[src/rtl/tcd_pkg.sv]
// Shared constants, state encoding and divider interface types for the centroid defuzzifier.
`default_nettype none

package tcd_pkg;

  localparam int COORD_BITS      = 16;
  localparam int SLOPE_BITS      = COORD_BITS - 1;
  localparam int LEVEL_W         = 16;
  localparam int LEVEL_FRAC_BITS = 15;
  localparam int OUT_FRAC_BITS   = 8;
  localparam int GEO_FRAC        = 8;
  localparam int MOMENT_W        = 64;
  localparam int AREA_W          = 48;
  localparam int CRISP_W         = 24;
  localparam int MUL_W           = 32;
  localparam int PROD_W          = 2 * MUL_W;
  localparam int IN_TDATA_W      = 80;
  localparam int OUT_TDATA_W     = CRISP_W;

  localparam logic [LEVEL_W-1:0] LEVEL_ONE = LEVEL_W'(1) << LEVEL_FRAC_BITS;

  localparam logic signed [CRISP_W-1:0] CRISP_MAX = {1'b0, {(CRISP_W-1){1'b1}}};
  localparam logic signed [CRISP_W-1:0] CRISP_MIN = {1'b1, {(CRISP_W-1){1'b0}}};

  typedef enum logic [4:0] {
    ST_IDLE,
    ST_MUL_C,
    ST_MUL_D,
    ST_GEO,
    ST_SUMS,
    ST_MUL_P1,
    ST_MUL_P2,
    ST_MUL_AREA,
    ST_MUL_TLO,
    ST_MUL_THI,
    ST_MUL_AF,
    ST_SPLIT_T,
    ST_DIV6,
    ST_ACC,
    ST_DIV_START,
    ST_DIV_WAIT,
    ST_EMIT
  } tcd_state_t;

  typedef struct packed {
    logic                start;
    logic [MOMENT_W-1:0] num;
    logic [AREA_W-1:0]   den;
  } tcd_div_req_t;

  typedef struct packed {
    logic                busy;
    logic                done;
    logic [MOMENT_W-1:0] quo;
  } tcd_div_resp_t;

endpackage

`default_nettype wire

[src/rtl/tcd_div.sv]
// Signed restoring divider producing one quotient bit per cycle for the final centroid.
`default_nettype none

module tcd_div (
  input  logic                   clk,
  input  logic                   rst_n,
  input  tcd_pkg::tcd_div_req_t  req,
  output tcd_pkg::tcd_div_resp_t resp
);
  import tcd_pkg::*;

  localparam int CNT_W = $clog2(MOMENT_W + 1);

  logic                busy_r;
  logic                done_r;
  logic                neg_r;
  logic [CNT_W-1:0]    cnt_r;
  logic [MOMENT_W-1:0] quo_r;
  logic [AREA_W-1:0]   rem_r;
  logic [AREA_W-1:0]   den_r;

  logic                num_neg;
  logic                den_neg;
  logic [MOMENT_W-1:0] num_mag;
  logic [AREA_W-1:0]   den_mag;
  logic [AREA_W:0]     trial;
  logic [AREA_W:0]     trial_sub;
  logic                fits;

  assign num_neg   = req.num[MOMENT_W-1];
  assign den_neg   = req.den[AREA_W-1];
  assign num_mag   = num_neg ? (MOMENT_W'(0) - req.num) : req.num;
  assign den_mag   = den_neg ? (AREA_W'(0) - req.den) : req.den;
  assign trial     = {rem_r, quo_r[MOMENT_W-1]};
  assign trial_sub = trial - {1'b0, den_r};
  assign fits      = !trial_sub[AREA_W];

  always_ff @(posedge clk) begin
    if (!rst_n) begin
      busy_r <= 1'b0;
      done_r <= 1'b0;
      cnt_r  <= '0;
    end else begin
      done_r <= 1'b0;
      if (req.start && !busy_r) begin
        busy_r <= 1'b1;
        cnt_r  <= CNT_W'(MOMENT_W);
      end else if (busy_r) begin
        cnt_r <= cnt_r - CNT_W'(1);
        if (cnt_r == CNT_W'(1)) begin
          busy_r <= 1'b0;
          done_r <= 1'b1;
        end
      end
    end
  end

  always_ff @(posedge clk) begin
    if (req.start && !busy_r) begin
      quo_r <= num_mag;
      rem_r <= '0;
      den_r <= den_mag;
      neg_r <= num_neg ^ den_neg;
    end else if (busy_r) begin
      quo_r <= {quo_r[MOMENT_W-2:0], fits};
      rem_r <= fits ? trial_sub[AREA_W-1:0] : trial[AREA_W-1:0];
    end
  end

  assign resp.busy = busy_r;
  assign resp.done = done_r;
  assign resp.quo  = neg_r ? (MOMENT_W'(0) - quo_r) : quo_r;

endmodule

`default_nettype wire

[config.mk]
export PLATFORM = sky130hd
export DESIGN_NAME = tcd_div
export DESIGN_NICKNAME = d
export VERILOG_FILES = /design/src/rtl/tcd_pkg.sv /design/src/rtl/tcd_div.sv
export SDC_FILE = /design/constraint.sdc
export NUM_CORES = 1
export LEC_CHECK = 0
export BUFFER_PORTS_ARGS = -buffer_cell sky130_fd_sc_hd__buf_2
export CORE_MARGIN = 10
export CORE_UTILIZATION = 55
export CTS_CLUSTER_DIAMETER = 50
export DETAILED_ROUTE_END_ITERATION = 7
export PLACE_DENSITY = 0.83
export SYNTH_ARGS = -nofsm -noshare
export SYNTH_HDL_FRONTEND = slang
export SYNTH_SLANG_ARGS = --single-unit
[constraint.sdc]
create_clock -name clk -period 4.9 [get_ports clk]
set_clock_uncertainty 0.15 [all_clocks]
set_input_delay 0.98 -clock clk [delete_from_list [all_inputs] [get_ports clk]]
set_output_delay 0.98 -clock clk [all_outputs]
set_load 0.02 [all_outputs]
# Word-level counts from Yosys, hierarchy flattened
# Cells that the tools add are included.
# W data, S select, Z words.
# word_totals
inputBits	115
out_inout_bits	66
word_cells	36
ff_bits	170
# classes
reduce_logical	6
bitwise_logic	3
add_sub_neg	5
n_mux	12
eq_ne	1
# op_table
cell	count
$mux W64	4
$sub A1 B64 Y64 const A	2
$sub A49 B48 Y49	1
$mux W48	1
$sub A1 B48 Y48 const A	1
$mux W47	1
$mux W7	2
$eq A7 B1 Y1 const B	1
$sub A7 B1 Y7 const B	1
$mux W1	4
$reduce_or A3 Y1	1
$logic_not A1 Y1	2
$not A1 Y1	2
$reduce_bool A2 Y1	1
$reduce_or A2 Y1	1
$logic_and A1 B1 Y1	1
$xor A1 B1 Y1	1

# Longest topological paths before layout
# logic_depth
word_depth	4
ltp_mapped	15
ltp_nobuf	13

# Least setup slack after synthesis
# Ideal clock, no wire load.
# synth_timing
path_type	register to output
start	register quo_r[22]
end	output resp[59] in the netlist's numbering
stages_incl_launch_ff	10
path_slack_ns	0.259
path_buffers	0
required_ns	3.770
t_arrival_ns	3.511
cell_sequence	edfxtp_1 -> or3_1 -> or3_1 -> or3_1 -> or2_2 -> or3_1 -> or4_1 -> or3_1 -> o31ai_1 -> xnor2_1
# synth_rtl
element	line	text
start, declared	tcd_div.sv:18	logic [MOMENT_W-1:0] quo_r;
start signal, assigned	tcd_div.sv:60	quo_r <= num_mag;
start signal, assigned	tcd_div.sv:65	quo_r <= {quo_r[MOMENT_W-2:0], fits};
end, declared	tcd_div.sv:8	output tcd_pkg::tcd_div_resp_t resp

==> results by group <==
Status
  – Status: finished, violations left
  – Failing checks: negative setup slack

Floorplanning
  – Chip Height: around 170 µm
  – # rows: 56
  – Die Width: roughly 170 µm
  – Initial core utilization: 55.7%
  – Die area: 0.0302 mm²
  – Ports: 181
  – Core area: 0.0234 mm²

Final layout
  – Final core utilization: 65.0%
  – Design area: roughly 0.015 mm²
  – Share of cells above drive strength 1: 19.0%
  – Reg area: 0.00454 mm²
  – Multi-input logic area: just over 0.008 mm²
  – Final #Nets: ~1900
  – Filler cell count in the final layout: 1933
  – Synth-to-layout area growth: 16.8%
  – Finished Layout Cells: 2040

Routing
  – DR vias/cell: roughly 6
  – # DRC: 0
  – DRT Pass-1 Iters: 6
  – Routed WL: 35900 µm
  – Initial drt markers: 999
  – Via count: approximately 12000
  – WL per Instance: 17.6 µm
  – Number of routed nets with antenna violations: 0

Yosys
  – Synth top area cells: edfxtp_1 26%, xnor2_1 9.0%, dfxtp_1 8.8%
  – Syn avg cell area: 8.48 µm²
  – Synthesized area: 0.0130 mm²
  – Syn Inst Count: 1537
  – FFs w/ async S/R, synth: 0%
  – Yosys top cell area share: between 20% and 30%
  – Post-synthesis cell type count: 66
  – Ys Warns: 0
  – Top FF cell, synth: edfxtp_1
  – Seq/Total Area, Yosys: 34.8%
  – #FFs+latches synth: 170
  – Most numerous cell in the Yosys netlist: nand2_1
  – Synth top cells by count: 235 x nand2_1, 152 x o21ai_0, 134 x xnor2_1
  – Cell taking the most area after synthesis: edfxtp_1
  – Post-synth EDFFs: 113
  – Syn nets: 1706

Critical path
  – Crit path kind: flop to primary output
  – Bufs and invs on worst path: 1
  – CP top delay family: simple AND/OR/NAND/NOR gates
  – Worst r2r src: quo_r[63]$_DFFE_PP_
  – Worst EP arrival: roughly 3900 ps
  – CP max stage cell: or4_4
  – CP cell instances: or3_1 -> or3_4 -> or3_4 -> or2_4 -> or3_4 -> or4_4 -> or3_4 -> o31ai_4 -> xnor2_1 -> buf_4
  – Register-to-Register Path Depth: 15
  – Crit path top cell by count: or3_4
  – Worst Path Max Fanout: 3
  – WP data required: roughly 3800 ps
  – Setup crit start: quo_r[22]$_DFFE_PP_
  – Setup crit end kind: primary output
  – Reg-to-reg endpoint: rem_r[43]$_SDFFE_PP0P_
  – Worst setup SP type: flop
  – Slowest stage delay, CP: 460 ps
  – FF-to-FF setup slack: approximately 500 ps

Pwr
  – Design internal power: 3.05 mW
  – Clock Power Share: a little under a third
  – Sw frac: 33.0%
  – Leakage: 6.13 nW
  – P per Cell Area: 299 mW/mm²
  – P_sw: between 1.5 and 2 mW
  – Part of the power in registers: 40.3%
  – Peak supply drop: ~0.00017 V
  – Comb pwr share: 28.8%
  – Total Power: 4.55 mW

Timing
  – Total negative slack: -358 ps
  – Final period utilization: 102%
  – Slew @ Worst Pin: 1070 ps
  – Fin. max-slew vios: 0
  – Min cycle time layout: 5000 ps
  – Max-slew headroom: ~29%
  – WHS: ~350 ps
  – F_max: 200 MHz
  – RSZ-0062 raised after global routing: yes
  – # setup viols final: 7
  – Fin. Hold Viols: 0
  – Worst setup margin: -102 ps

CTS
  – Bufs on Longest Clock Path: 2
  – Clock transition at path regs: approximately 70 ps
  – Root Driver: clkbuf_16
  – Hold Buf Count CTS: 0
  – CTS HTree Levels: 4
  – TritonCTS Buffers: 17
  – CTS tree: built
  – CTS sink cnt: 170
  – Clock Latency Late Sink: 430 ps

Placed design
  – I/O Buffers: 180
  – Place WS: 72.5 ps
  – Cell count after placement: 2000
  – HPWL Detailed: 27100 µm
  – Placed Instance Area: 0.0144 mm²
  – Final GP Congestion: about 0.95

GRT
  – M1 GR Usage: ~28%
  – Gr busiest metal: met2
  – Number of global-route vias before repair: 11600
  – Initial antenna violation count: 2
  – Gr usage total: 22.6%
  – Grt met3 use: 4.42%
  – First-pass GRT wire length: 57700 µm
  – Largest net degree at the start of global routing: around 130
  – Total gr overflow: 0
  – Met2 GRT Util: ~39%

Min path
  – Worst Hold Class: flop to flop
  – Hold EP: rem_r[28]$_SDFFE_PP0P_
  – Hold Path Depth: 2
  – Hold Startpoint: rem_r[27]$_SDFFE_PP0P_

Flow run
  – Max-Cap Viols: 0
==> cell usage in the layout, fill, tap and decap left out, types with 8 or more instances in the layout <==
cell / count
a21o_1: 30
a21oi_1: 61
a22o_1: 10
a31oi_1: 9
and3_1: 8
buf_2: 170
buf_4: 59
clkbuf_16: 20
dfxtp_1: 56
edfxtp_1: 113
ha_1: 53
inv_1: 70
nand2_1: 234
nand2b_1: 23
nand3_1: 48
nand4_1: 17
nor2_1: 48
nor3_1: 25
nor4_1: 10
o211ai_1: 35
o21ai_0: 149
o31ai_1: 44
o41ai_1: 18
or2_2: 16
or3_1: 27
or3_4: 8
or4_1: 18
xnor2_1: 133
xor2_1: 80
==> cell type report <==
type,count,share of cell area [%]
Antenna cell,1,0.0164
Clock buffer,26,3.57
Clock inverter,6,0.485
Inverter,72,1.78
Multi-Input combinational cell,1217,53.2
Sequential cell,170,29.8
Tap cell,319,2.62
Timing Repair Buffer,229,8.50
==> flip-flops by register name, summed over array words and instances, names as in the netlist <==
name and count:
quo_r 64, den_r 48, rem_r 48, neg_r 1, done_r 1, busy_r 1
cnt_r 7
==> per-layer routing <==
layer	routed length, µm	vias up	share of wire, %
met5	11	-	0.031
met4	792	2	2.2
met3	2430	59	6.8
met2	17400	438	49
met1	15200	5679	42
li1	-	5890	-
==> logic make-up (layout without fill, tap and decap cells) <==
family	Yosys count	after routing	share of synthesized area, %
other	0	1	0
XOR/XNOR	214	214	14.4
AO/OA/AOI/OAI	417	417	20.7
buffers and inverters	150	333	4.47
AND/OR/NAND/NOR	520	520	19.4
flip-flops	170	170	34.8
multiplexers	12	12	0.989
adder cells (fa/ha/maj)	54	54	5.24
==> power groups by stage <==
stage | combinational [mW] | sequential [mW] | clock (mW)
detailed placement | 1.26 | 1.86 | 0
CTS | 1.29 | 1.83 | 1.42
global route | 1.44 | 1.85 | 1.47
global placement | 1.24 | 1.85 | 0
finish | 1.31 | 1.83 | 1.41
floorplan | 0.849 | 1.83 | 0
==> worst min-delay path, cell delays in order, from the launching register on <==
cell,delay [ps]
dfxtp_1,320
nand2_1,60
o21ai_0,70
==> worst max path at each step <==
| stage | depth (start not counted) | endpoint | slack (ps) |
|---|---|---|---|
| after floorplan | 9 | resp[59] | 260 |
| after global placement | 10 | resp[63] | 100 |
| after detailed placement | 10 | resp[63] | 70 |
| after CTS | 10 | resp[63] | -190 |
| after global routing | 12 | resp[58] | -200 |
| final | 10 | resp[63] | -100 |
==> repair_timing <==
item / in CTS / in global routing
buffers inserted: 2 / 5
gates cloned: 0 / 0
pin swaps: 6 / 12
endpoints found under the setup margin: 14 / 18
gates resized for setup: 23 / 20
Note: power is estimated with default switching activity, not from simulation.
